<file path="src/hw/rtl/sfla_pkg.sv">
`timescale 1ns / 1ps

package sfla_pkg;

  localparam int ADDR_W         = 48;
  localparam int CNT_W          = 7;
  localparam int IDX_W          = 6;
  localparam int DEF_SLAB_BYTES = 65536;
  localparam int DEF_MAX_SLABS  = 64;

  // Input op codes; code 3 is unused and dropped at the front
  typedef enum logic [1:0] {
    OP_ALLOC  = 2'd0,
    OP_FREE   = 2'd1,
    OP_SHRINK = 2'd2
  } op_t;

  typedef enum logic [3:0] {
    ST_ALLOCATED     = 4'd0,
    ST_OUT_OF_SLABS  = 4'd1,
    ST_COMMIT_FAILED = 4'd2,
    ST_FREED         = 4'd3,
    ST_NULL          = 4'd4,
    ST_NOT_OWNED     = 4'd5,
    ST_MISALIGNED    = 4'd6,
    ST_STACK_FULL    = 4'd7,
    ST_DECOMMIT      = 4'd8,
    ST_NOTHING       = 4'd9
  } status_t;

  typedef enum logic {
    REG_BASE_ADDRESS = 1'b0,
    REG_SLAB_COUNT   = 1'b1
  } reg_idx_t;

  // What the back end has to do with a classified item
  typedef enum logic [1:0] {
    K_ALLOC  = 2'd0,
    K_PUSH   = 2'd1,
    K_REJECT = 2'd2,
    K_SHRINK = 2'd3
  } kind_t;

  typedef struct packed {
    kind_t             kind;
    logic              commit_ok;
    logic [IDX_W-1:0]  idx;
    status_t           reject;
  } cmd_t;

endpackage

</file>
<file path="src/hw/rtl/sfla_front.sv">
`timescale 1ns / 1ps

module sfla_front #(
  parameter int SLAB_BYTES = sfla_pkg::DEF_SLAB_BYTES
) (
  input  logic                        in_valid,
  output logic                        in_ready,
  input  logic [1:0]                  op,
  input  logic [sfla_pkg::ADDR_W-1:0] address,
  input  logic                        commit_ok,
  input  logic [sfla_pkg::ADDR_W-1:0] base_address,
  input  logic [sfla_pkg::CNT_W-1:0]  slab_count,
  output logic                        q_push,
  output sfla_pkg::cmd_t              q_cmd,
  input  logic                        q_full
);
  import sfla_pkg::*;

  localparam int SH   = $clog2(SLAB_BYTES);
  localparam int HI_W = ADDR_W - SH;

  logic [ADDR_W-1:0] offset;
  logic [HI_W-1:0]   slab_no;
  logic              owned;
  logic              misaligned;
  logic              known_op;

  always_comb begin
    offset     = address - base_address;
    slab_no    = offset[ADDR_W-1:SH];
    owned      = (address >= base_address) && (slab_no < HI_W'(slab_count));
    misaligned = offset[SH-1:0] != '0;
    known_op   = (op == OP_ALLOC) || (op == OP_FREE) || (op == OP_SHRINK);

    q_cmd.kind      = K_REJECT;
    q_cmd.commit_ok = commit_ok;
    q_cmd.idx       = offset[SH+IDX_W-1:SH];
    q_cmd.reject    = ST_NULL;
    case (op)
      OP_ALLOC: begin
        q_cmd.kind = K_ALLOC;
      end
      OP_FREE: begin
        if (address == '0) begin
          q_cmd.reject = ST_NULL;
        end else if (!owned) begin
          q_cmd.reject = ST_NOT_OWNED;
        end else if (misaligned) begin
          q_cmd.reject = ST_MISALIGNED;
        end else begin
          q_cmd.kind = K_PUSH;
        end
      end
      OP_SHRINK: begin
        q_cmd.kind = K_SHRINK;
      end
      default: begin
        q_cmd.kind = K_REJECT;
      end
    endcase
  end

  // Unknown op codes are taken and dropped here
  assign in_ready = !q_full;
  assign q_push   = in_valid && !q_full && known_op;

endmodule

</file>
<file path="src/hw/rtl/sfla_queue.sv">
`timescale 1ns / 1ps

module sfla_queue (
  input  logic           clk,
  input  logic           rst,
  input  logic           push,
  input  sfla_pkg::cmd_t push_cmd,
  output logic           full,
  input  logic           pop,
  output sfla_pkg::cmd_t head,
  output logic           head_valid
);
  import sfla_pkg::*;

  cmd_t       slot [2];
  logic       wr_ptr;
  logic       rd_ptr;
  logic [1:0] used;

  assign full       = used == 2'd2;
  assign head_valid = used != 2'd0;
  assign head       = slot[rd_ptr];

  always_ff @(posedge clk) begin
    if (push) begin
      slot[wr_ptr] <= push_cmd;
    end
  end

  always_ff @(posedge clk) begin
    if (rst) begin
      wr_ptr <= 1'b0;
      rd_ptr <= 1'b0;
      used   <= 2'd0;
    end else begin
      if (push) begin
        wr_ptr <= ~wr_ptr;
      end
      if (pop) begin
        rd_ptr <= ~rd_ptr;
      end
      used <= used + {1'b0, push} - {1'b0, pop};
    end
  end

endmodule

</file>
<file path="src/hw/rtl/sfla_back.sv">
`timescale 1ns / 1ps

module sfla_back #(
  parameter int SLAB_BYTES = sfla_pkg::DEF_SLAB_BYTES,
  parameter int MAX_SLABS  = sfla_pkg::DEF_MAX_SLABS
) (
  input  logic                        clk,
  input  logic                        rst,
  input  logic [sfla_pkg::ADDR_W-1:0] base_address,
  input  logic [sfla_pkg::CNT_W-1:0]  slab_count,
  input  logic                        rebuild,
  input  logic [sfla_pkg::CNT_W-1:0]  rebuild_count,
  input  sfla_pkg::cmd_t              head,
  input  logic                        head_valid,
  output logic                        pop,
  output logic                        out_valid,
  input  logic                        out_ready,
  output logic [3:0]                  status,
  output logic [sfla_pkg::ADDR_W-1:0] slab_address,
  output logic                        commit_now,
  output logic                        last,
  output logic [sfla_pkg::CNT_W-1:0]  free_slabs,
  output logic [sfla_pkg::CNT_W-1:0]  used_slabs
);
  import sfla_pkg::*;

  localparam int SH = $clog2(SLAB_BYTES);
  localparam int AW = (MAX_SLABS > 1) ? $clog2(MAX_SLABS) : 1;

  typedef enum logic [2:0] {
    S_IDLE,
    S_ALLOC,
    S_WALK_RD,
    S_WALK_EV,
    S_WALK_END
  } state_t;

  typedef struct packed {
    status_t           st;
    logic [ADDR_W-1:0] addr;
    logic              commit;
    logic              fin;
    logic [CNT_W-1:0]  free_n;
    logic [CNT_W-1:0]  used_n;
  } res_t;

  function automatic res_t mk_res(status_t st, logic [ADDR_W-1:0] a, logic cn, logic fin,
                                  logic [CNT_W-1:0] d, logic [CNT_W-1:0] cnt);
    mk_res = '{st, a, cn, fin, d, cnt - d};
  endfunction

  state_t            state;
  res_t              res;
  logic [CNT_W-1:0]  depth;
  logic [CNT_W-1:0]  walk_k;
  logic [MAX_SLABS-1:0] committed;
  logic [MAX_SLABS-1:0] written;
  logic              cur_commit_ok;
  logic              pend;
  logic [ADDR_W-1:0] pend_addr;

  // Free stack; an entry never written since the last rebuild reads as its rebuild value
  logic [IDX_W-1:0]  mem [MAX_SLABS];
  logic [IDX_W-1:0]  rd_data;
  logic              rd_written;
  logic [CNT_W-1:0]  rd_k;

  logic              out_free;
  logic              rd_en;
  logic [CNT_W-1:0]  rd_addr;
  logic [CNT_W-1:0]  top_slot;
  logic              mem_we;
  logic [IDX_W-1:0]  slab_idx;
  logic [ADDR_W-1:0] idx_addr;
  logic              is_committed;
  logic              res_load;

  always_comb begin
    out_free     = !out_valid || out_ready;
    top_slot     = depth - CNT_W'(1);
    rd_en        = (state == S_IDLE) || (state == S_WALK_RD);
    rd_addr      = (state == S_IDLE) ? top_slot : walk_k;
    pop          = (state == S_IDLE) && head_valid && out_free;
    mem_we       = pop && (head.kind == K_PUSH) && (depth < slab_count);
    slab_idx     = rd_written ? rd_data : IDX_W'(slab_count - CNT_W'(1) - rd_k);
    idx_addr     = base_address + (ADDR_W'(slab_idx) << SH);
    is_committed = committed[slab_idx[AW-1:0]];
    // a result is loaded into the output register this cycle
    res_load     = (pop && (head.kind != K_SHRINK)
                        && !((head.kind == K_ALLOC) && (depth != '0)))
                || ((state == S_ALLOC) && out_free)
                || ((state == S_WALK_EV) && is_committed && pend && out_free)
                || ((state == S_WALK_END) && out_free);
  end

  always_ff @(posedge clk) begin
    if (mem_we) begin
      mem[depth[AW-1:0]] <= head.idx;
    end
    if (rd_en) begin
      rd_data    <= mem[rd_addr[AW-1:0]];
      rd_written <= written[rd_addr[AW-1:0]];
      rd_k       <= rd_addr;
    end
  end

  always_ff @(posedge clk) begin
    if (rst) begin
      state     <= S_IDLE;
      depth     <= CNT_W'(MAX_SLABS);
      committed <= '0;
      written   <= '0;
      out_valid <= 1'b0;
      pend      <= 1'b0;
      walk_k    <= '0;
    end else begin
      if (res_load) begin
        out_valid <= 1'b1;
      end else if (out_ready) begin
        out_valid <= 1'b0;
      end
      case (state)
        S_IDLE: begin
          if (pop) begin
            cur_commit_ok <= head.commit_ok;
            case (head.kind)
              K_ALLOC: begin
                if (depth == '0) begin
                  res <= mk_res(ST_OUT_OF_SLABS, '0, 1'b0, 1'b1, depth, slab_count);
                end else begin
                  state <= S_ALLOC;
                end
              end
              K_PUSH: begin
                if (depth >= slab_count) begin
                  res <= mk_res(ST_STACK_FULL, '0, 1'b0, 1'b1, depth, slab_count);
                end else begin
                  written[depth[AW-1:0]] <= 1'b1;
                  depth <= depth + CNT_W'(1);
                  res   <= mk_res(ST_FREED, '0, 1'b0, 1'b1, depth + CNT_W'(1), slab_count);
                end
              end
              K_SHRINK: begin
                walk_k <= '0;
                pend   <= 1'b0;
                state  <= S_WALK_RD;
              end
              default: begin
                res <= mk_res(head.reject, '0, 1'b0, 1'b1, depth, slab_count);
              end
            endcase
          end
        end
        S_ALLOC: begin
          if (out_free) begin
            if (!is_committed && !cur_commit_ok) begin
              // leave the index on the stack
              res <= mk_res(ST_COMMIT_FAILED, '0, 1'b0, 1'b1, depth, slab_count);
            end else begin
              if (!is_committed) begin
                committed[slab_idx[AW-1:0]] <= 1'b1;
              end
              depth <= top_slot;
              res   <= mk_res(ST_ALLOCATED, idx_addr, !is_committed, 1'b1, top_slot,
                              slab_count);
            end
            state <= S_IDLE;
          end
        end
        S_WALK_RD: begin
          state <= (walk_k < depth) ? S_WALK_EV : S_WALK_END;
        end
        S_WALK_EV: begin
          if (!is_committed) begin
            walk_k <= walk_k + CNT_W'(1);
            state  <= S_WALK_RD;
          end else if (!pend || out_free) begin
            // hold one decommit back so that the final one can carry last
            if (pend) begin
              res <= mk_res(ST_DECOMMIT, pend_addr, 1'b0, 1'b0, depth, slab_count);
            end
            pend      <= 1'b1;
            pend_addr <= idx_addr;
            committed[slab_idx[AW-1:0]] <= 1'b0;
            walk_k    <= walk_k + CNT_W'(1);
            state     <= S_WALK_RD;
          end
        end
        S_WALK_END: begin
          if (out_free) begin
            if (pend) begin
              res <= mk_res(ST_DECOMMIT, pend_addr, 1'b0, 1'b1, depth, slab_count);
            end else begin
              res <= mk_res(ST_NOTHING, '0, 1'b0, 1'b1, depth, slab_count);
            end
            state <= S_IDLE;
          end
        end
        default: begin
          state <= S_IDLE;
        end
      endcase
      if (rebuild) begin
        depth     <= rebuild_count;
        committed <= '0;
        written   <= '0;
      end
    end
  end

  assign status       = res.st;
  assign slab_address = res.addr;
  assign commit_now   = res.commit;
  assign last         = res.fin;
  assign free_slabs   = res.free_n;
  assign used_slabs   = res.used_n;

endmodule

</file>
<file path="src/hw/rtl/slab_free_list_allocator_core.sv">
`timescale 1ns / 1ps
// Channel  Handshake               Payload
// cfg      cfg_write               cfg_index, cfg_data
// in       in_valid / in_ready     op, address, commit_ok
// out      out_valid / out_ready   status, slab_address, commit_now, last, free_slabs,
//                                  used_slabs
// An item passes the front in its accept cycle and waits in a two-entry queue.
// The back end finishes free and rejected items as it pops them; allocate does one free
// stack read, then the committed bit and the address add; shrink reads and checks each stack
// entry walked, then ends. Reset and a slab_count write take effect at once: per-entry
// written bits stand in for a rebuild, so there is no clearing pass. A stalled output
// register holds the back end; the queue keeps taking items until it is full.

module slab_free_list_allocator_core #(
  parameter int SLAB_BYTES = sfla_pkg::DEF_SLAB_BYTES,
  parameter int MAX_SLABS  = sfla_pkg::DEF_MAX_SLABS
) (
  input  logic                        clk,
  input  logic                        rst,
  input  logic                        cfg_write,
  input  logic [0:0]                  cfg_index,
  input  logic [sfla_pkg::ADDR_W-1:0] cfg_data,
  input  logic                        in_valid,
  output logic                        in_ready,
  input  logic [1:0]                  op,
  input  logic [sfla_pkg::ADDR_W-1:0] address,
  input  logic                        commit_ok,
  output logic                        out_valid,
  input  logic                        out_ready,
  output logic [3:0]                  status,
  output logic [sfla_pkg::ADDR_W-1:0] slab_address,
  output logic                        commit_now,
  output logic                        last,
  output logic [sfla_pkg::CNT_W-1:0]  free_slabs,
  output logic [sfla_pkg::CNT_W-1:0]  used_slabs
);
  import sfla_pkg::*;

  logic [ADDR_W-1:0] base_address;
  logic [CNT_W-1:0]  slab_count;
  logic [CNT_W-1:0]  count_next;
  logic              rebuild;

  logic              q_push;
  cmd_t              q_cmd;
  logic              q_full;
  logic              q_pop;
  cmd_t              q_head;
  logic              q_head_valid;

  // Clamp the slab count into one to MAX_SLABS
  always_comb begin
    count_next = cfg_data[CNT_W-1:0];
    if (count_next == '0) begin
      count_next = CNT_W'(1);
    end else if (count_next > CNT_W'(MAX_SLABS)) begin
      count_next = CNT_W'(MAX_SLABS);
    end
    rebuild = cfg_write && (cfg_index == REG_SLAB_COUNT);
  end

  always_ff @(posedge clk) begin
    if (rst) begin
      base_address <= '0;
      slab_count   <= CNT_W'(MAX_SLABS);
    end else if (cfg_write) begin
      if (cfg_index == REG_BASE_ADDRESS) begin
        base_address <= cfg_data;
      end else begin
        slab_count <= count_next;
      end
    end
  end

  sfla_front #(
    .SLAB_BYTES (SLAB_BYTES)
  ) u_front (
    .in_valid     (in_valid),
    .in_ready     (in_ready),
    .op           (op),
    .address      (address),
    .commit_ok    (commit_ok),
    .base_address (base_address),
    .slab_count   (slab_count),
    .q_push       (q_push),
    .q_cmd        (q_cmd),
    .q_full       (q_full)
  );

  sfla_queue u_queue (
    .clk        (clk),
    .rst        (rst),
    .push       (q_push),
    .push_cmd   (q_cmd),
    .full       (q_full),
    .pop        (q_pop),
    .head       (q_head),
    .head_valid (q_head_valid)
  );

  sfla_back #(
    .SLAB_BYTES (SLAB_BYTES),
    .MAX_SLABS  (MAX_SLABS)
  ) u_back (
    .clk           (clk),
    .rst           (rst),
    .base_address  (base_address),
    .slab_count    (slab_count),
    .rebuild       (rebuild),
    .rebuild_count (count_next),
    .head          (q_head),
    .head_valid    (q_head_valid),
    .pop           (q_pop),
    .out_valid     (out_valid),
    .out_ready     (out_ready),
    .status        (status),
    .slab_address  (slab_address),
    .commit_now    (commit_now),
    .last          (last),
    .free_slabs    (free_slabs),
    .used_slabs    (used_slabs)
  );

  a_commit_only_on_alloc: assert property (@(posedge clk) disable iff (rst)
    out_valid && (status != ST_ALLOCATED) |-> !commit_now)
    else $error("commit_now set on a result that is not an allocation");

  a_address_only_when_slab: assert property (@(posedge clk) disable iff (rst)
    out_valid && (status != ST_ALLOCATED) && (status != ST_DECOMMIT)
      |-> (slab_address == '0))
    else $error("slab address on a result that names no slab");

  a_single_result_is_last: assert property (@(posedge clk) disable iff (rst)
    out_valid && (status != ST_DECOMMIT) |-> last)
    else $error("single-result item without last");

  a_quiet_after_reset: assert property (@(posedge clk)
    $fell(rst) |-> !out_valid && !q_head_valid)
    else $error("result or queued item left over from reset");

endmodule
</file>
<file path="config.mk">
export PLATFORM = sky130hd
export DESIGN_NAME = slab_free_list_allocator_core
export DESIGN_NICKNAME = d
export VERILOG_FILES = /design/src/hw/rtl/sfla_pkg.sv /design/src/hw/rtl/sfla_front.sv /design/src/hw/rtl/sfla_queue.sv /design/src/hw/rtl/sfla_back.sv /design/src/hw/rtl/slab_free_list_allocator_core.sv
export SDC_FILE = /design/constraint.sdc
export NUM_CORES = 1
export LEC_CHECK = 0
export BUFFER_PORTS_ARGS = -buffer_cell sky130_fd_sc_hd__buf_4
export CAP_MARGIN = 0
export CELL_PAD_IN_SITES_DETAIL_PLACEMENT = 0
export CELL_PAD_IN_SITES_GLOBAL_PLACEMENT = 1
export CORE_MARGIN = 8
export CORE_UTILIZATION = 55
export CTS_CLUSTER_DIAMETER = 30
export CTS_CLUSTER_SIZE = 28
export DETAILED_ROUTE_END_ITERATION = 8
export PLACE_DENSITY = 0.95
export SYNTH_ARGS = -nofsm -noshare
export SYNTH_HDL_FRONTEND = slang
export SYNTH_SLANG_ARGS = --single-unit
export TNS_END_PERCENT = 30
</file>
<file path="constraint.sdc">
create_clock -name clk -period 23.9 [get_ports clk]
set_input_delay 1.195 -clock clk [delete_from_list [all_inputs] [get_ports clk]]
set_output_delay 1.195 -clock clk [all_outputs]
set_load 0.05 [all_outputs]
</file>
# ---- Word-level counts from Yosys, hierarchy flattened
# Memories as Yosys holds them, arrays and structs flattened. A register that Yosys moved wholly into a read port is not among the register bits.
# Cells that the tools add are included.
dict set report classes {
  addsub 12
  magnitude_cmp 11
  eq_ne 30
  n_mux 71
  bitwise 9
  n_reduce_logical 60
}
# op count
set op_table {}
lappend op_table {{68-bit two-way mux} 7}
lappend op_table {{64-bit two-way mux} 5}
lappend op_table {{68-bit one-hot mux with 4 select lines} 1}
lappend op_table {{68-bit one-hot mux with 3 select lines} 1}
lappend op_table {{64-bit bitwise OR} 2}
lappend op_table {{64-bit one-hot mux with 2 select lines} 1}
lappend op_table {{7-bit two-way mux} 12}
lappend op_table {{67-bit two-way mux} 1}
lappend op_table {{66-bit two-way mux} 1}
lappend op_table {{65-bit two-way mux} 1}
lappend op_table {{64-bit bitwise AND} 1}
lappend op_table {{64-bit inverter} 1}
lappend op_table {{48-bit by 22-bit adder with 48-bit output} 1}
lappend op_table {{48-bit greater-or-equal comparator} 1}
lappend op_table {{48-bit zero test} 1}
lappend op_table {{48-bit subtractor} 1}
lappend op_table {{32-bit by 7-bit < comparator with 1-bit output} 1}
lappend op_table {{7-bit one-hot mux with 2 select lines} 2}
lappend op_table {{3-bit != test, second input constant} 8}
lappend op_table {{6-bit by 7-bit < comparator with 1-bit output, second input constant} 3}
lappend op_table {{7-bit subtractor} 3}
lappend op_table {{1-bit logical AND} 19}
lappend op_table {{3-bit two-way mux} 6}
lappend op_table {{1-bit two-way mux} 16}
lappend op_table {{45 further kinds} 97}
dict set report word_totals {
  ff_bits 330
  ram_bits 410
  inputBits 105
  output_inout_bits 70
  elab_cells 217
  mem_count 2
}
# name depth word_bits read_ports rd_clocked_by_memory_dff wr line_no
set memory_table {}
lappend memory_table {u_back.mem 64 6 1 1 1 sfla_back.sv:63} ;# logic [IDX_W-1:0] mem [MAX_SLABS];
lappend memory_table {u_queue.slot 2 13 1 1 1 sfla_queue.sv:15} ;# cmd_t slot [2];

# ---- Depth between registers and ports, before layout
# Gate-level depths: netlist of run 1.
dict set report depth {
  depth_word 12
  mapped_depth 19
  mapped_depth_nobuf 19
}

# ---- Modules after synthesis
# From an unflattened synthesis of run 1, not the netlist that was laid out.
dict set report hier_totals {
  hier_cells 3068
  area_unflattened_um2 36550.1
}
# mod instances cells_each area_per_inst_um2 seq_area_each_um2
set by_module_without_submodules {}
lappend by_module_without_submodules {sfla_back 1 2070 29032.8 18377.6}
lappend by_module_without_submodules {sfla_front 1 684 4341.7 0.0}
lappend by_module_without_submodules {slab_free_list_allocator_core 1 253 1980.6 1101.1}
lappend by_module_without_submodules {sfla_queue 1 61 1194.9 880.8}

# ---- Least setup slack after synthesis of run 1
# Ideal clock, no wire load.
dict set report synth_path {
  kind {reg-to-reg}
  start {register slab_count[1]}
  end {register u_back.res (netlist bit u_back.commit_now) (enable)}
  setup_ns 0.857
  t_arrival_ns 13.175
  required_time_ns 23.043
  setup_slack_ns 9.868
  path_stages_with_launch 12
  n_path_buf 1
  period_less_slack_ns 14.032
  path_cell_list {dfxtp_1 -> inv_1 -> fa_1 -> xor2_1 -> o32a_1 -> clkbuf_1 -> o22ai_1 -> nor4_1 -> a211oi_1 -> o21a_1 -> nor2_1 -> a2111oi_0}
}
dict set report synth_between {
  elab_chain_cells 7
}
# item line_no
set synth_rtl {}
lappend synth_rtl {{start, declared} slab_free_list_allocator_core.sv:40} ;# logic [CNT_W-1:0] slab_count;
lappend synth_rtl {{start signal, assigned} slab_free_list_allocator_core.sv:65} ;# slab_count <= CNT_W'(MAX_SLABS);
lappend synth_rtl {{start signal, assigned} slab_free_list_allocator_core.sv:70} ;# slab_count <= count_next;
lappend synth_rtl {{6-bit by 1-bit subtractor with 6-bit output} sfla_back.sv:85} ;# slab_idx = rd_written ? rd_data : IDX_W'(slab_count - CNT_W'(1) - rd_k);
lappend synth_rtl {{6-bit subtractor} sfla_back.sv:85}
lappend synth_rtl {{6-bit two-way mux} sfla_back.sv:85}
lappend synth_rtl {{1-bit binary-select mux with 6-bit select} sfla_back.sv:87} ;# is_committed = committed[slab_idx[AW-1:0]];
lappend synth_rtl {{1-bit two-way mux (not written as such)} sfla_back.sv:87}
lappend synth_rtl {{2-bit by 1-bit != test with 1-bit output (no source line)} --}
lappend synth_rtl {{10-bit AND reduction (no source line)} --}
lappend synth_rtl {{end signal, assigned} sfla_back.sv:129} ;# res <= mk_res(ST_OUT_OF_SLABS, '0, 1'b0, 1'b1, depth, slab_count);
lappend synth_rtl {{end signal, assigned} sfla_back.sv:136} ;# res <= mk_res(ST_STACK_FULL, '0, 1'b0, 1'b1, depth, slab_count);
lappend synth_rtl {{end signal, assigned} sfla_back.sv:140} ;# res <= mk_res(ST_FREED, '0, 1'b0, 1'b1, depth + CNT_W'(1), slab_count);
lappend synth_rtl {{end, declared} sfla_back.sv:53} ;# res_t res;
# No other way between the ends. The select of a mux whose other input is x is not followed.
# A chain may end at the register's enable or synchronous reset.

# ---- Worst setup path after layout of run 1
dict set report layout_path {
  start {register slab_count[1]}
  end {register u_back.res (netlist bit u_back.slab_address[44]), data pin}
}
dict set report layout_between {
  word_cells_on_any_way 11
  cone_classes {add/sub: 3; mux: 6; reduce/logical: 2}
}
# item line_no
set layout_rtl {}
lappend layout_rtl {{6-bit by 1-bit subtractor with 6-bit output} sfla_back.sv:85}
lappend layout_rtl {{6-bit subtractor} sfla_back.sv:85}
lappend layout_rtl {{6-bit two-way mux} sfla_back.sv:85}
lappend layout_rtl {{48-bit by 22-bit adder with 48-bit output} sfla_back.sv:86} ;# idx_addr = base_address + (ADDR_W'(slab_idx) << SH);
lappend layout_rtl {{named net u_back.idx_addr[44]} sfla_back.sv:74} ;# logic [ADDR_W-1:0] idx_addr;
lappend layout_rtl {{66-bit two-way mux} sfla_back.sv:156} ;# if (!is_committed && !cur_commit_ok) begin
lappend layout_rtl {{68-bit two-way mux} sfla_back.sv:155} ;# if (out_free) begin
lappend layout_rtl {{68-bit one-hot mux with 4 select lines} sfla_back.sv:122} ;# case (state)
lappend layout_rtl {{end signal, assigned} sfla_back.sv:129}
lappend layout_rtl {{end signal, assigned} sfla_back.sv:158} ;# res <= mk_res(ST_COMMIT_FAILED, '0, 1'b0, 1'b1, depth, slab_count);
lappend layout_rtl {{end signal, assigned} sfla_back.sv:164} ;# res <= mk_res(ST_ALLOCATED, idx_addr, !is_committed, 1'b1, top_slot,
# The timed path passes the listed nets, and every way through them passes these cells. The select of a mux whose other input is x is not followed.

==> impl_metrics.yaml, run 1 <==
worst_hold_path:
  hold_class: "reg2reg"
power:
  swShare_pct: 36.4
  powerDensity_nw_per_um2: 129
  p_leak_uw: 0.0146
  p_int_uw: 3460
  p_sw_uw: 1980
  ir_worst_vdd_mv: 0.133
  clkPwrFrac_pct: 35.1
  p_comb_share_pct: 35.3
  seq_power_share_pct: 29.6
route:
  wl_met2_mm: 50.6
  vias: 26200
  drt_iter0_markers: 2903
  wl_per_cell_um: 26.0
  routed_wirelength_mm: 105
  postRouteAntennaNets: 0
  met3_length_mm: 9.07
  drtPass1Iterations: 5
  drc_errors: 0
  drt-met1-wl_mm: 41.3
  vias_per_cell: 6.50
  highest_layer: "met5"
clock_network:
  cts_hold_buf: 0
  h-tree-depth: 4
  clockBufferDepth: 3
  cts_setup_buffers: 0
  cts-resized-gates: 0
  clock-sinks: 743
  cts_tree: "yes"
  clkLatencyLatePin_ps: 730
  cts_made_buffers: 133
  root_buffer: "clkbuf_16"
  clk_pin_slew_worst_paths_ps: 40
place:
  pre_cts_slack_ps: 17530
  routabilityCongestion: 0.929
  portBuffers: 174
  dp_hpwl_mm: 67.6
finish:
  area_delta_synth_final_pct: 18.6
  diodes: 0
  finalNetCount: 3273
  post-route-util_pct: 65.6
  drive_gt1_share_pct: 18.4
global_routing:
  grt.total_usage_pct: 27.9
  overflow: 0
  grt_max_degree: 98
  grt_pass1_wl_mm: 158
  antenna_found_initial: 1
  grt_pass1_vias: 26200
timing:
  hold_viol: 0
  relSlewSlack_pct: 14.4
  setup_viol_count_final: 0
  worst_pin_slew_ps: 1280
  final.setup_skew_ps: 37.9
  rsz0062_at_grt: "false"
  fin_crit_sh_pct: 24.1
  period_needed_ps: 5770
  worst_slack_ps: 18130
  fin_tns_setup_ps: 0
  maxSlewViolCount: 0
  fmax_mhz: 173
logic_synthesis:
  netlist_top_cells_count: "536 x edfxtp_1, 246 x nand2_1, 210 x a21oi_1"
  yosys_warnings: 0
  synthCells: 2887
  synthTopCellsByArea: "edfxtp_1 45%, dfxtp_1 12%, mux4_2 7.2%, ha_1 3.5%, a21oi_1 3.0%"
  async_reset_ff_share_pct: 0
  synth.most_common_cell: "edfxtp_1"
  ys_seq_area_share_pct: 57.1
  synth_top_cell_by_area: "edfxtp_1"
  synth_edf_count: 536
  syn_area_per_cell_um2: 12.3
  synthesis.nets: 3096
  synth_ff_type: "edfxtp_1"
  synth_top_area_share_pct: 45.4
  synth_cell_types: 94
  syn_area_um2: 35500
  ys_ff_latch: 743
run_status:
  status: "finished, final reports clean"
worst_setup_path:
  critPathCapture: "u_back.slab_address[44]"
  cp-end-kind: "flip-flop"
  critPathLaunchType: "flip-flop"
  r2r-end: "u_back.slab_address[44]"
  critPathMaxFanout: 8
  crit_start: "slab_count[1]"
  cp.required_ps: 24360
  reg2regPathDepth: 16
  cp.arrival_ps: 6230
  regToRegSetupSlack_ps: 18130
  critPathKind: "reg2reg"
  r2r-start: "slab_count[1]"
floorplanning:
  die_w_um: 270
  coreArea_um2: 64100
  dieArea_um2: 72800
  num_io_pins: 175
  start_util_pct: 55.3
  dieHeight_um: 270
  num_rows: 93
job:
  drv_cap: 0
-- layout by cell type, fill, tap and decap left out, types with 36 or more instances in the layout --
cell and count:
edfxtp_1 536, nand2_1 246, a21oi_1 208, dfxtp_1 207
buf_4 204, nor2_1 176, clkbuf_16 134, mux4_2 114
inv_1 111, ha_1 98, a211oi_1 95, o21a_1 79
o21ai_0 71, xnor2_1 69, mux2i_1 63, nand3_1 54
a31oi_1 52, nor3_1 47, and2_1 41, a311oi_1 36
-- kinds of logic after synthesis --
logic type	count (synthesis)	synth area share [%]
DFF	743	57.1
buffers and inverters	283	3.25
AOI/OAI and AO/OA	771	15.0
xor gates and xnor gates	87	2.15
muxes	187	9.37
adders and majority gates	104	3.80
and+or+nand+nor	712	9.36
-- worst max-delay path: stages, from the launching register on --
cell and delay, ps:
dfxtp_1 540, inv_1 250, fa_1 580, nor2b_1 170, a21oi_1 510, inv_1 200
fa_1 470, nor2b_1 120, o21ai_0 100, a21boi_0 270, o21ai_0 280, a21oi_1 430
nor3b_1 430, nor2b_1 560, nand4_1 190, xnor2_1 190, a22o_1 230
-- registers in the layout, indices dropped and copies added, names as in the netlist, 4 cells and up, named ones only --
| signal | cells |
|---|---|
| u_back.mem | 384 |
| u_back.written | 64 |
| base_address | 48 |
| u_back.pend_addr | 48 |
| u_back.slab_address | 48 |
| u_queue.slot | 22 |
| slab_count | 7 |
| u_back.depth | 7 |
| u_back.free_slabs | 7 |
| u_back.used_slabs | 7 |
| u_back.walk_k | 7 |
| u_back.rd_data | 6 |
| u_back.rd_k | 6 |
| u_back.status | 4 |
-- power groups by stage --
| stage | Combinational (µW) | Sequential (µW) | Clock (µW) |
|---|---|---|---|
| after floorplan | 1230 | 1710 | 0 |
| after global routing | 2030 | 1610 | 1980 |
| after CTS | 1900 | 1610 | 1920 |
| after detailed placement | 1870 | 1630 | 0 |
| after global placement | 1820 | 1630 | 0 |
| final | 1920 | 1610 | 1910 |
-- per-stage QoR --
| stage | power [µW] | cells | hold WS, ps | area (µm²) |
|---|---|---|---|---|
| 4_1_cts | 5430 | 4029 | 454 | 42000 |
| 3_3_place_gp | 3450 | 3784 | 436 | 37500 |
| 3_5_place_dp | 3500 | 3784 | 442 | 37500 |
| 6_report | 5440 | 4029 | 456 | 42000 |
| 5_1_grt | 5620 | 4029 | 466 | 42000 |
| 2_1_floorplan | 2940 | 2887 | 430 | 35500 |
-- final cells by class --
class                      instances  area (µm²)
tap                              855        1070
clock buffer                     172        3580
fill                            4459       22100
timing repair buffer             205        1550
clock inverter                    73        1010
inverter                         120         453
multi-input combinational       1861       14100
sequential                       743       20200
-- routing by layer --
layer  track usage (%)  vias up
met5                 0        -
met4              11.2        2
met3              5.57      242
met2              45.7     1502
met1              36.4    13000
li1                  -    11500
-- worst min path at each step --
stage,slack [ps],cells after the start,startpoint,end
after detailed placement,440,0,base_address[12],u_back.pend_addr[12]
final,460,2,base_address[37],base_address[37]
after global placement,440,0,base_address[11],u_back.pend_addr[11]
after CTS,450,2,base_address[37],base_address[37]
after global routing,470,0,base_address[14],u_back.pend_addr[14]
after floorplan,430,0,base_address[10],u_back.pend_addr[10]
(Power assumes the default switching activity.)
==> run 2, diff against run 1 <==
Settings changed: CORE_UTILIZATION 55 to 51, PLACE_DENSITY 0.95 to 0.9.
Clock period 23.9 ns to 5.6 ns, I/O delays scaled along.
==> impl_metrics.yaml, run 2 (synthesized netlist as in run 1, its figures left out) <==
route:
  postRouteAntennaNets: 0
  vias: 26200
  wl_per_cell_um: 24.4
  drc_errors: 0
  drt_iter0_markers: 2910
  vias_per_cell: 6.22
  routed_wirelength_mm: 103
  drtPass1Iterations: 6
timing:
  worst_pin_slew_ps: 1410
  relSlewSlack_pct: 6.05
  period_needed_ps: 5370
  setup_viol_count_final: 0
  maxSlewViolCount: 0
  fin_crit_sh_pct: 95.9
  final.setup_skew_ps: 65.3
  fmax_mhz: 186
  rsz0062_at_grt: "false"
  hold_viol: 0
  fin_tns_setup_ps: 0
global_routing:
  grt.total_usage_pct: 26.0
  grt_pass1_vias: 26300
  overflow: 0
  grt_max_degree: 97
  grt_pass1_wl_mm: 158
  antenna_found_initial: 0
finish:
  seqCellArea_um2: 20200
  diodes: 0
  fillers: 5036
  largest_reg_flops: 384
  area_delta_synth_final_pct: 22.9
  final_common_cell: "edfxtp_1"
  fin_area_um2: 43600
  finalNetCount: 3375
  final_cell_mix: "536 x edfxtp_1, 246 x nand2_1, 227 x buf_4"
  multi_input_area_um2: 14200
  drive_gt1_share_pct: 19.7
worst_hold_path:
  hold_class: "in2reg"
  hp-start: "cfg_index"
floorplanning:
  num_io_pins: 175
  num_rows: 96
  die_w_um: 280
  start_util_pct: 51.6
  dieHeight_um: 280
  coreArea_um2: 68700
  dieArea_um2: 78200
run_status:
  status: "finished, final reports clean"
worst_setup_path:
  r2r-start: "base_address[0]"
  path_cells: "ha_1, fa_1, nor2b_1, o31a_1, o21ai_2, a211oi_4, nor3_1, xnor2_1, ha_1, a211oi_1, o211ai_1, nor4bb_1, o2111ai_1, nor4_1, o311ai_0, or4b_1, or4_4, o32ai_1"
  max_stage_delay_ps: 570
  critPathMaxFanout: 4
  slowest_stage: "or4_4"
  cpLargestDelayFamily: "simple AND/OR/NAND/NOR gates"
  crit_top_cell: "ha_1"
  cp.required_ps: 6090
  critical_path_buf_inv_count: 0
  critPathKind: "reg2reg"
  crit_start: "base_address[0]"
  critPathLaunchType: "flip-flop"
  cp.arrival_ps: 5860
  cp-end-kind: "flip-flop"
clock_network:
  clkLatencyLatePin_ps: 750
  clockBufferDepth: 3
  clk_pin_slew_worst_paths_ps: 50
  cts_made_buffers: 146
  clock-sinks: 743
  cts_tree: "yes"
  h-tree-depth: 4
  root_buffer: "clkbuf_16"
place:
  dp_hpwl_mm: 67.1
  routabilityCongestion: 0.926
  portBuffers: 174
  dpl-instance-area_um2: 37800
power:
  ir_worst_vdd_mv: 0.670
  powerDensity_nw_per_um2: 553
  p_leak_uw: 0.0152
job:
  drv_cap: 0
## run 2: cell types whose count changed in the layout (fill, tap and decap cells not counted), sizes merged
cell | before | now
bufinv | 16 | 12
inv | 125 | 138
clkinv | 45 | 46
clkbuf | 172 | 179
buf | 205 | 231
dlygate4sd3 | 0 | 63
clkinvlp | 7 | 17
## run 2: report_power, final
group	switching, µW	internal [µW]
combinational	5450	2980
clock	3130	5690
sequential	201	6640
total	8780	15300
## run 2: tightest hold or removal path, stage by stage
cell and delay [ps]:
buf_4 140, nor2b_4 110, nand2_1 100, a21oi_1 70
## run 2: worst paths after layout
check | end | slack, ps | cells after the start
worst min-delay path | base_address[6] | 40 | 4
worst min register to register | u_back.pend_addr[14] | 430 | 0
worst max-delay path | u_queue.slot[1][11] | 230 | 18
worst max register to register | u_queue.slot[1][11] | 230 | 18
## run 2: layout make-up
cell class | count | area share [%]
Sequential cell | 743 | 46.5
Inverter | 120 | 1.04
Clock buffer | 179 | 9.07
Timing Repair Buffer | 294 | 5.54
Tap cell | 931 | 2.67
Clock inverter | 93 | 2.67
Multi-Input combinational cell | 1861 | 32.5
## run 2: per-stage QoR
step | power (µW) | worst slack (ps) | cells | hold WS [ps] | utilization [%]
3_3_place_gp | 15000 | 381 | 3885 | 435 | 55.0
3_5_place_dp | 15200 | 214 | 3885 | 439 | 55.0
4_1_cts | 24100 | 229 | 4220 | 9.64 | 63.4
6_report | 24100 | 230 | 4221 | 38.6 | 63.4
2_1_floorplan | 12500 | -268 | 2887 | 379 | -
5_1_grt | 24900 | 0.864 | 4221 | 28.3 | 63.4
## run 2: repair_timing
item / CTS / global route
setup endpoints to repair: 0 / 8
endpoints found under the hold margin: 66 / 0
gates resized for setup: 0 / 1
hold buffers: 63 / 0
setup buffers: 0 / 1
## run 2: metal layers
layer  track usage, %  vias up  part of all wire (%)  wire length, µm
met1             34.6    13000                    41            42600
met5                0        -                     0                0
met2             42.2     1321                    48            49400
li1                 -    11700                     -                -
met3             4.28      235                   7.4             7650
met4             10.8        0                   3.4             3520
